File: src/hdl/lpc_pkg.sv
// Shared widths, types and a helper function for the line position centroid unit.
package lpc_pkg;

    // Fixed field widths
    localparam int FIELD_W     = 10;   // one reflectance sample
    localparam int MAX_SENSORS = 8;
    localparam int MASK_W      = MAX_SENSORS;
    localparam int POS_W       = 13;   // position and center
    localparam int ERR_W       = POS_W + 1;
    localparam int POS_STEP    = 1000; // position units between neighboring sensors

    // Datapath widths
    localparam int SEL_W  = $clog2(MAX_SENSORS);
    localparam int IDX_W  = $clog2(MAX_SENSORS + 1);
    localparam int WGT_W  = POS_W;                                  // up to 7000
    localparam int PROD_W = FIELD_W + WGT_W;                        // sample times weight
    localparam int SUM_W  = PROD_W + SEL_W - 1;                     // sum of up to eight products
    localparam int TOT_W  = FIELD_W + SEL_W;                        // sum of up to eight samples
    localparam int CNT_W  = $clog2(POS_W + 1);                      // divider step counter

    typedef logic [MAX_SENSORS-1:0][FIELD_W-1:0] t_frame;

    // Result of one accumulation pass
    typedef struct packed {
        logic              done;
        logic [MASK_W-1:0] mask;
        logic [SUM_W-1:0]  sum;
        logic [TOT_W-1:0]  total;
    } t_acc_res;

    // Position weight of sensor idx
    function automatic logic [WGT_W-1:0] pos_weight(input logic [SEL_W-1:0] idx);
        logic [WGT_W-1:0] w;
        w = WGT_W'(idx) * WGT_W'(POS_STEP);
        return w;
    endfunction

endpackage

File: src/hdl/lpc_accum.sv
// Sequential scan of the sensors: threshold compare, weighting and accumulation.
module lpc_accum #(
    parameter int SENSOR_COUNT = 8,
    parameter int SAMPLE_BITS  = 10
) (
    input  logic                          i_clk,
    input  logic                          i_rst_n,
    input  logic                          i_start,
    input  lpc_pkg::t_frame               i_frame,
    input  logic [lpc_pkg::FIELD_W-1:0]   i_threshold,
    output lpc_pkg::t_acc_res             o_res
);

    localparam int SW = (SAMPLE_BITS < lpc_pkg::FIELD_W) ? SAMPLE_BITS : lpc_pkg::FIELD_W;
    localparam logic [lpc_pkg::FIELD_W-1:0] SMASK = lpc_pkg::FIELD_W'((1 << SW) - 1);
    localparam logic [lpc_pkg::IDX_W-1:0]   LAST  = lpc_pkg::IDX_W'(SENSOR_COUNT);

    logic                          r_busy;
    logic                          r_done;
    logic [lpc_pkg::IDX_W-1:0]     r_idx;
    logic [lpc_pkg::PROD_W-1:0]    r_prod;
    logic [lpc_pkg::FIELD_W-1:0]   r_padd;
    logic [lpc_pkg::SUM_W-1:0]     r_sum;
    logic [lpc_pkg::TOT_W-1:0]     r_total;
    logic [lpc_pkg::MASK_W-1:0]    r_mask;

    logic [lpc_pkg::SEL_W-1:0]     sel;
    logic [lpc_pkg::FIELD_W-1:0]   samp;
    logic                          det;

    // Current sensor sample and its threshold compare
    assign sel  = r_idx[lpc_pkg::SEL_W-1:0];
    assign samp = i_frame[sel] & SMASK;
    assign det  = samp > i_threshold;

    always_ff @(posedge i_clk) begin
        if (!i_rst_n) begin
            r_busy <= 1'b0;
            r_done <= 1'b0;
        end else begin
            r_done <= 1'b0;
            if (i_start) begin
                r_busy <= 1'b1;
            end else if (r_busy && (r_idx == LAST)) begin
                r_busy <= 1'b0;
                r_done <= 1'b1;
            end
        end
    end

    // Weight one sensor per cycle; add the previous product in the next cycle
    always_ff @(posedge i_clk) begin
        if (i_start) begin
            r_idx   <= '0;
            r_prod  <= '0;
            r_padd  <= '0;
            r_sum   <= '0;
            r_total <= '0;
            r_mask  <= '0;
        end else if (r_busy) begin
            r_sum   <= r_sum + lpc_pkg::SUM_W'(r_prod);
            r_total <= r_total + lpc_pkg::TOT_W'(r_padd);
            if (r_idx != LAST) begin
                r_idx       <= r_idx + 1'b1;
                r_mask[sel] <= det;
                r_prod      <= det ? lpc_pkg::PROD_W'(samp) *
                                     lpc_pkg::PROD_W'(lpc_pkg::pos_weight(sel)) : '0;
                r_padd      <= det ? samp : '0;
            end
        end
    end

    assign o_res.done  = r_done;
    assign o_res.mask  = r_mask;
    assign o_res.sum   = r_sum;
    assign o_res.total = r_total;

endmodule

File: src/hdl/lpc_div.sv
// Restoring serial divider, one quotient bit per cycle.
module lpc_div (
    input  logic                          i_clk,
    input  logic                          i_rst_n,
    input  logic                          i_start,
    input  logic [lpc_pkg::SUM_W-1:0]     i_dividend,
    input  logic [lpc_pkg::TOT_W-1:0]     i_divisor,
    output logic                          o_done,
    output logic [lpc_pkg::POS_W-1:0]     o_quotient
);

    localparam int REM_W = lpc_pkg::TOT_W + 1;

    logic                          r_busy;
    logic                          r_done;
    logic [lpc_pkg::CNT_W-1:0]     r_cnt;
    logic [REM_W-1:0]              r_rem;
    logic [lpc_pkg::POS_W-1:0]     r_dq;   // dividend low bits in, quotient bits out
    logic [lpc_pkg::TOT_W-1:0]     r_div;

    logic [REM_W-1:0]              trial;
    logic                          fits;

    // Quotient is below 2**POS_W, so the upper dividend bits start as the remainder
    assign trial = {r_rem[REM_W-2:0], r_dq[lpc_pkg::POS_W-1]};
    assign fits  = trial >= REM_W'(r_div);

    always_ff @(posedge i_clk) begin
        if (!i_rst_n) begin
            r_busy <= 1'b0;
            r_done <= 1'b0;
        end else begin
            r_done <= 1'b0;
            if (i_start) begin
                r_busy <= 1'b1;
            end else if (r_busy && (r_cnt == lpc_pkg::CNT_W'(1))) begin
                r_busy <= 1'b0;
                r_done <= 1'b1;
            end
        end
    end

    // Shift, trial subtract, restore
    always_ff @(posedge i_clk) begin
        if (i_start) begin
            r_cnt <= lpc_pkg::CNT_W'(lpc_pkg::POS_W);
            r_rem <= REM_W'(i_dividend[lpc_pkg::SUM_W-1:lpc_pkg::POS_W]);
            r_dq  <= i_dividend[lpc_pkg::POS_W-1:0];
            r_div <= i_divisor;
        end else if (r_busy) begin
            r_cnt <= r_cnt - 1'b1;
            r_rem <= fits ? (trial - REM_W'(r_div)) : trial;
            r_dq  <= {r_dq[lpc_pkg::POS_W-2:0], fits};
        end
    end

    assign o_done     = r_done;
    assign o_quotient = r_dq;

endmodule

File: src/hdl/line_position_centroid_unit.sv
// Top level of the line position centroid unit: sequencer, registers and output stage.
//
// One frame of sensor samples is taken at a time. A frame with a detected line passes
// through the single multiply-accumulate scan over the sensors, the serial divider
// (one quotient bit per cycle) and the sequencing states. A frame with no detected
// sensor skips the divider. The input stalls while a frame is in work, so a new frame
// is taken only once the previous one is finished. The finished result sits in an
// output register, so the next frame is taken while the previous result still waits.
// Register writes are taken at any time but must only be made while the unit is
// idle.
module line_position_centroid_unit #(
    parameter int SENSOR_COUNT = 8,
    parameter int SAMPLE_BITS  = 10
) (
    input  logic                              i_clk,
    input  logic                              i_rst_n,
    // Configuration
    input  logic                              i_cfg_we,
    input  logic                              i_cfg_index,
    input  logic [lpc_pkg::POS_W-1:0]         i_cfg_data,
    // Input channel
    input  logic                              i_in_valid,
    output logic                              o_in_stall,
    input  logic [lpc_pkg::FIELD_W-1:0]       i_sensor_0,
    input  logic [lpc_pkg::FIELD_W-1:0]       i_sensor_1,
    input  logic [lpc_pkg::FIELD_W-1:0]       i_sensor_2,
    input  logic [lpc_pkg::FIELD_W-1:0]       i_sensor_3,
    input  logic [lpc_pkg::FIELD_W-1:0]       i_sensor_4,
    input  logic [lpc_pkg::FIELD_W-1:0]       i_sensor_5,
    input  logic [lpc_pkg::FIELD_W-1:0]       i_sensor_6,
    input  logic [lpc_pkg::FIELD_W-1:0]       i_sensor_7,
    // Output channel
    output logic                              o_out_valid,
    input  logic                              i_out_stall,
    output logic [lpc_pkg::MASK_W-1:0]        o_detected_mask,
    output logic                              o_line_found,
    output logic [lpc_pkg::POS_W-1:0]         o_position,
    output logic signed [lpc_pkg::ERR_W-1:0]  o_steer_error
);

    localparam logic REG_THRESHOLD = 1'b0;
    localparam logic REG_CENTER    = 1'b1;
    localparam logic [lpc_pkg::FIELD_W-1:0] THR_RESET = lpc_pkg::FIELD_W'(500);
    localparam logic [lpc_pkg::POS_W-1:0]   CTR_RESET = lpc_pkg::POS_W'(3500);

    typedef enum logic [1:0] {
        S_IDLE,
        S_ACC,
        S_DIV,
        S_DONE
    } t_state;

    t_state                              r_state;
    logic [lpc_pkg::FIELD_W-1:0]         r_thr;
    logic [lpc_pkg::POS_W-1:0]           r_center;
    lpc_pkg::t_frame                     r_frame;
    logic                                r_acc_start;
    logic                                r_div_start;
    logic                                r_found;
    logic [lpc_pkg::POS_W-1:0]           r_held_pos;
    logic [lpc_pkg::ERR_W-1:0]           r_held_err;
    logic                                r_out_valid;
    logic [lpc_pkg::MASK_W-1:0]          r_out_mask;
    logic                                r_out_found;
    logic [lpc_pkg::POS_W-1:0]           r_out_pos;
    logic [lpc_pkg::ERR_W-1:0]           r_out_err;

    lpc_pkg::t_acc_res                   acc_res;
    logic                                div_done;
    logic [lpc_pkg::POS_W-1:0]           quotient;
    logic                                in_xfer;
    logic                                out_free;
    logic [lpc_pkg::ERR_W-1:0]           new_err;

    assign in_xfer  = i_in_valid && (r_state == S_IDLE);
    assign out_free = !r_out_valid || !i_out_stall;
    assign new_err  = lpc_pkg::ERR_W'(quotient) - lpc_pkg::ERR_W'(r_center);

    // Configuration registers
    always_ff @(posedge i_clk) begin
        if (!i_rst_n) begin
            r_thr    <= THR_RESET;
            r_center <= CTR_RESET;
        end else if (i_cfg_we) begin
            case (i_cfg_index)
                REG_THRESHOLD: r_thr    <= i_cfg_data[lpc_pkg::FIELD_W-1:0];
                REG_CENTER:    r_center <= i_cfg_data;
                default:       ;
            endcase
        end
    end

    // Capture the frame on transfer
    always_ff @(posedge i_clk) begin
        if (in_xfer) begin
            r_frame[0] <= i_sensor_0;
            r_frame[1] <= i_sensor_1;
            r_frame[2] <= i_sensor_2;
            r_frame[3] <= i_sensor_3;
            r_frame[4] <= i_sensor_4;
            r_frame[5] <= i_sensor_5;
            r_frame[6] <= i_sensor_6;
            r_frame[7] <= i_sensor_7;
        end
    end

    lpc_accum #(
        .SENSOR_COUNT (SENSOR_COUNT),
        .SAMPLE_BITS  (SAMPLE_BITS)
    ) u_accum (
        .i_clk       (i_clk),
        .i_rst_n     (i_rst_n),
        .i_start     (r_acc_start),
        .i_frame     (r_frame),
        .i_threshold (r_thr),
        .o_res       (acc_res)
    );

    lpc_div u_div (
        .i_clk      (i_clk),
        .i_rst_n    (i_rst_n),
        .i_start    (r_div_start),
        .i_dividend (acc_res.sum),
        .i_divisor  (acc_res.total),
        .o_done     (div_done),
        .o_quotient (quotient)
    );

    // Sequencer, held values and output register
    always_ff @(posedge i_clk) begin
        if (!i_rst_n) begin
            r_state     <= S_IDLE;
            r_acc_start <= 1'b0;
            r_div_start <= 1'b0;
            r_found     <= 1'b0;
            r_held_pos  <= '0;
            r_held_err  <= '0;
            r_out_valid <= 1'b0;
        end else begin
            r_acc_start <= 1'b0;
            r_div_start <= 1'b0;
            // load a finished result or drop the one just taken
            if ((r_state == S_DONE) && out_free) begin
                r_out_valid <= 1'b1;
            end else if (r_out_valid && !i_out_stall) begin
                r_out_valid <= 1'b0;
            end
            case (r_state)
                S_IDLE: begin
                    if (in_xfer) begin
                        r_acc_start <= 1'b1;
                        r_state     <= S_ACC;
                    end
                end
                S_ACC: begin
                    if (acc_res.done) begin
                        r_found <= (acc_res.mask != '0);
                        if (acc_res.mask != '0) begin
                            r_div_start <= 1'b1;
                            r_state     <= S_DIV;
                        end else begin
                            r_state <= S_DONE;
                        end
                    end
                end
                S_DIV: begin
                    if (div_done) begin
                        r_held_pos <= quotient;
                        r_held_err <= new_err;
                        r_state    <= S_DONE;
                    end
                end
                S_DONE: begin
                    if (out_free) begin
                        r_out_found <= r_found;
                        r_out_mask  <= r_found ? acc_res.mask : '0;
                        r_out_pos   <= r_held_pos;
                        r_out_err   <= r_held_err;
                        r_state     <= S_IDLE;
                    end
                end
                default: r_state <= S_IDLE;
            endcase
        end
    end

    assign o_in_stall      = (r_state != S_IDLE);
    assign o_out_valid     = r_out_valid;
    assign o_detected_mask = r_out_mask;
    assign o_line_found    = r_out_found;
    assign o_position      = r_out_pos;
    assign o_steer_error   = r_out_err;

endmodule

File: config.mk
export PLATFORM = sky130hd
export DESIGN_NAME = line_position_centroid_unit
export DESIGN_NICKNAME = d
export VERILOG_FILES = /design/src/hdl/lpc_pkg.sv /design/src/hdl/lpc_accum.sv /design/src/hdl/lpc_div.sv /design/src/hdl/line_position_centroid_unit.sv
export SDC_FILE = /design/constraint.sdc
export NUM_CORES = 1
export LEC_CHECK = 0
export BUFFER_PORTS_ARGS = -buffer_cell sky130_fd_sc_hd__buf_2
export CELL_PAD_IN_SITES_DETAIL_PLACEMENT = 1
export CELL_PAD_IN_SITES_GLOBAL_PLACEMENT = 1
export CORE_UTILIZATION = 43
export CTS_BUF_LIST = sky130_fd_sc_hd__clkbuf_16
export DETAILED_ROUTE_END_ITERATION = 6
export GPL_TIMING_DRIVEN = 0
export PLACE_DENSITY = 0.72
export SETUP_SLACK_MARGIN = 0.4
export SYNTH_ARGS = -nofsm -noshare
export SYNTH_HDL_FRONTEND = slang
export SYNTH_SLANG_ARGS = --single-unit
File: constraint.sdc
create_clock -name i_clk -period 7.87 [get_ports i_clk]
set_input_delay 1.574 -clock i_clk [delete_from_list [all_inputs] [get_ports i_clk]]
set_output_delay 1.574 -clock i_clk [all_outputs]
set_load 0.05 [all_outputs]
== Word-level counts from Yosys, hierarchy flattened ==
Index checks and enable logic that the tools add are counted.

* Bits in latches: 0
* Bits in writable memories: 0
* ROM bits: 0
* Input bits: 99
* Register bits after elaboration: 302
* Output and inout port bits: 38
* Memories: 0

* Multiply operators: 2
* $lt $le $gt $ge: 4
* Bitwise logic cells: 2
* Mux-type cells: 28
* Divide/modulo/power cells: 0
* Add/subtract/negate cells: 6
* Shift operators: 0
* Reduce and logical (&&, ||, !) cells: 27
* Equality and inequality tests: 10

{| class="wikitable"
|+ Operators by type and width
! cell !! count
|-
| two-way mux 13 bit || 3
|-
| binary-select mux 10 bit (select 3 bit) || 1
|-
| adder 25 x 23 -> 25 bit || 1
|-
| two-way mux 12 bit || 2
|-
| two-way mux 23 bit || 1
|-
| multiplier 10 x 10 -> 20 bit || 1
|-
| two-way mux 10 bit || 2
|-
| greater-or-equal comparator 14 x 13 -> 1 bit || 1
|-
| subtractor 13 x 13 -> 14 bit || 1
|-
| adder 13 x 10 -> 13 bit || 1
|-
| subtractor 13 bit || 1
|-
| two-way mux 1 bit || 12
|-
| AND reduction 2 bit || 6
|-
| greater-than comparator 10 bit || 1
|-
| multiplier 3 x 7 -> 10 bit (second input constant) || 1
|-
| nonzero test 2 bit || 5
|-
| bitwise mux 8 bit || 1
|-
| two-way mux 2 bit || 4
|-
| case mux 2 bit (4 select lines) || 1
|-
| nonzero test 8 bit || 1
|-
| logical AND 1 bit || 6
|-
| AND reduction 3 bit || 2
|-
| adder 4 x 1 -> 4 bit (second input constant) || 1
|-
| == test 2 bit (second input constant) || 2
|-
| other kinds (16) || 21
|}

== Depth between registers and ports, before layout ==
* Depth in word-level cells: 5
* Depth in mapped cells: 30
* Depth with buffers taken out: 27

== Modules after synthesis ==
Synthesis repeated with hierarchy kept, for this count alone.

* Cells, all modules: 1717
* Area total of the unflattened synthesis: 17795.8 um^2

{| class="wikitable"
|+ By module, submodules not included
! module !! area an instance (um^2) !! instances !! cells an instance
|-
| lpc_accum || 8869.8 || 1 || 1030
|-
| line_position_centroid_unit || 6264.8 || 1 || 464
|-
| lpc_div || 2661.3 || 1 || 223
|}

== Worst setup path after synthesis ==
Ideal clock, no wire load.

* Kind: register to register
* Start point: register u_accum.r_idx[1] (netlist name)
* End point: register u_accum.r_prod[22] (netlist name)
* Path slack: 0.508 ns
* Data arrival time: 7.241 ns
* Path buffers: 3
* Cell stages (with the launch flop): 30
* Library setup time: 0.121 ns
* Required time: 7.749 ns
* Cells stage by stage: dfxtp_1 -> buf_2 -> buf_2 -> clkbuf_1 -> inv_1 -> ha_1 -> ha_1 -> fa_1 -> inv_1 -> fa_1 -> xnor2_1 -> inv_1 -> nand2_1 -> fa_1 -> fa_1 -> inv_1 -> fa_1 -> fa_1 -> inv_1 -> fa_1 -> inv_1 -> ha_1 -> and3_1 -> o311a_1 -> o211ai_1 -> a21oi_1 -> or3_1 -> a31oi_1 -> xnor2_1 -> o21ai_1

* Word-level cells in the longest chain between the ends: 4
* Elaborated cells between the ends (all ways): 8
* Those cells by class: 2 x mul; 1 x order compare; 1 x eq/ne; 3 x mux; 1 x reduce/logical

{| class="wikitable"
|+ Ends and longest elaborated chain
! what !! line !! RTL
|-
| from (decl) || lpc_accum.sv:20 || <nowiki>logic [lpc_pkg::IDX_W-1:0] r_idx;</nowiki>
|-
| from (signal assigned) || lpc_accum.sv:64 || <nowiki>r_idx <= r_idx + 1'b1;</nowiki>
|-
| branches (longest 4 deep; another with multiplier 10 x 10 -> 20 bit) || -- ||
|-
| to (signal assigned) || lpc_accum.sv:66 || <nowiki>r_prod <= det ? lpc_pkg::PROD_W'(samp) *</nowiki>
|-
| to (decl) || lpc_accum.sv:21 || <nowiki>logic [lpc_pkg::PROD_W-1:0] r_prod;</nowiki>
|}

Parallel ways; which one is timed is not known. The select of a mux whose other input is x is not followed.
A chain may end at the register's enable or synchronous reset.

== Worst setup path in the final report ==
Ends and elaborated chain as after synthesis.

==> flow_metrics.tcl <==
set metrics [dict create \
    outcome "finished, final reports clean" \
    htree_num_levels 1 \
    finalCritPeriodShare_pct 91.7 \
    seq_area_frac_synth_pct 43.7 \
    grt_pass1_wl_um 71600 \
    wirelength_um 44600 \
    die_h_um 201 \
    required_ns 8.34 \
    maxSlewHeadroom_pct 37.0 \
    grt_antenna_before_repair 2 \
    avgRoutedWirePerCell_um 18.7 \
    crit_top_cell "fa_1" \
    tightest_slew_ns 0.927 \
    gp_congestion 0.875 \
    numCtsBuffers 31 \
    crit_fanout 10 \
    grt_overflow 0 \
    final-setup-viol-count 0 \
    synth_cell_types 70 \
    ant_nets 0 \
    grtUsageTotal_pct 22.1 \
    clkLatencyLatePin_ns 0.60 \
    rsz0062_at_grt "false" \
    io_pins 137 \
    hpwl_um 34300 \
    n_fill_cell 4383 \
    crit_family "adder cells" \
    max_clock_freq_mhz 139 \
    min_path_cells 0 \
    num_vias 12700 \
    portBuffers 135 \
    drive_gt1_share_pct 15.0 \
    post-route-drc-count 0 \
    row_count 72 \
    ys_warn_count 0 \
    grt_max_degree 79 \
    area_delta_synth_final_pct 15.8 \
    synth_seq_cells 296 \
    clockBufferDepth 3 \
    fin_ws_ns 0.654 \
    dr.pass1.iters 5 \
    die_w_um 201 \
    path_clk_slew_ns 0.06 \
    r2r_cells 29 \
    cpPeakStageDelay_ns 0.59 \
    synth_area_um2 17100 \
    netlist_top_cells_area "edfxtp_1 (27%), dfxtp_1 (17%), ha_1 (10%)" \
    num-nets-final 2148 \
    synth_top_cell_by_area "edfxtp_1" \
    period_needed_ns 7.22 \
    syn_avg_cell_area_um2 10.3 \
    start_util_pct 43.9 \
    skew_ns 0.00997 \
    end_kind "register" \
    synth_fp_nets 1972 \
    arrival_ns 7.69 \
    cts-root-buf "clkbuf_16" \
    synth_top_area_share_pct 27.1 \
    async_reset_ff_share_pct 0 \
    synth_edf_count 154 \
    cp.buffers_inverters 10 \
    critPathLaunchType "register" \
    netlist_instances 1664 \
    path_depth 29 \
    dr.first_iter.drc_count 438 \
    clock_sinks 296 \
    ys_dominant_reg_cell "edfxtp_1" \
    maxCapViolCount 0 \
    dp_slack_ns -1.10 \
    cts_tree "built" \
    post-route-util_pct 50.8 \
    slew_violations 0 \
    finalInstanceArea_um2 19800 \
    die_area_um2 40500 \
    grt_pass1_vias 13600 \
    via_per_inst 5.32 \
    hold_viol_final 0 \
    hp-class "reg2reg" \
    core-area_um2 38900 \
    dpl_cell_area_um2 18500 \
    critPathKind "reg2reg" \
    cp_slowest_cell "fa_1" \
]
[synthesized netlist by cell type (7+ instances only)]
cell      instances
nand2b_1         25
nor2_1          133
fa_1             70
xnor2_1          28
mux4_2           20
ha_1            139
o21a_1           16
o21bai_1          8
o21ai_0          67
nor3_1           18
xor2_1           26
inv_1           160
nand4_1          10
clkbuf_1         37
a31oi_1          11
nand2_1         212
o31ai_1           7
dfxtp_1         142
mux2i_1          27
mux2_2           14
and2_1           19
edfxtp_1        154
a21oi_1         107
a211oi_1         18
nand3_1          28
buf_1            10
nor2b_1          32
a21o_1           22
o211ai_1         19
[through the flow]
stage / std cells / setup TNS (ns) / hold slack (ns)
final: 2384 / 0 / 0.430
after global routing: 2384 / 0 / 0.435
after CTS: 2381 / 0 / 0.431
after detailed placement: 2319 / -6.89 / 0.417
after global placement: 2317 / -6.24 / 0.413
after floorplan: 1664 / 0 / 0.408
[registers in the layout, indices dropped and copies added (netlist names), 14 cells and up]
signal / count
r_frame: 80
u_accum.r_sum: 22
u_accum.r_prod: 20
o_steer_error: 14
r_held_err: 14
[path summary, 6_finish.rpt]
kind,from,end,slack (ns)
min reg2reg,r_held_pos[7]$_SDFFE_PN0P_,o_position[7]$_DFFE_PP_,0.43
max reg2reg,u_accum.r_idx[1]$_SDFFE_PP0P_,u_accum.r_prod[22]$_SDFFE_PP0P_,0.65
min,r_held_pos[7]$_SDFFE_PN0P_,o_position[7]$_DFFE_PP_,0.43
max,u_accum.r_idx[1]$_SDFFE_PP0P_,u_accum.r_prod[22]$_SDFFE_PP0P_,0.65
[cell type report]
type,instances,area (um^2),share of cell area (%)
sequential,296,7470,37.8
clock inverter,27,233,1.18
clock buffer,31,776,3.92
buffer,56,299,1.51
inverter,162,614,3.11
multi-input combinational,1150,8960,45.3
timing repair buffer,143,776,3.92
tap,518,648,3.28
antenna,1,2.50,0.0127
[per-layer routing]
metal | share of wire [%] | up-vias | global-route usage, % | wire length, um
met1 | 43 | 6257 | 27.3 | 19300
met5 | 0.031 | - | 0 | 14
met4 | 3.5 | 2 | 7.49 | 1550
li1 | - | 6128 | - | -
met2 | 50 | 203 | 39.6 | 22400
met3 | 3.1 | 89 | 2.98 | 1360
[cell usage in the layout, fill, tap and decap left out, drive strengths merged, types with 32 or more instances in the layout]
cell and instances:
nand2 213, inv 167, buf 163, edfxtp 154, dfxtp 142, ha 139, nor2 133, a21oi 108
o21ai 72, fa 70, clkbuf 67, nor2b 32
[cells by family after synthesis]
group	synth area share (%)
AO/OA/AOI/OAI	11.5
XOR/XNOR	2.77
adder cells (fa/ha/maj)	18.4
buffers and inverters	4.98
flip-flops	43.7
multiplexers	5.14
AND/OR/NAND/NOR	13.5
[repair_timing]
item | CTS | global route
pin swaps | 2 | 2
endpoints found under the hold margin | 0 | 0
resized for setup | 32 | 24
endpoints found under the setup margin | 11 | 7
hold buffers | 0 | 0
setup buffers | 4 | 2
Power is not shown: default switching activity piles up to over one toggle a cycle in this logic, so the estimate is an artifact.
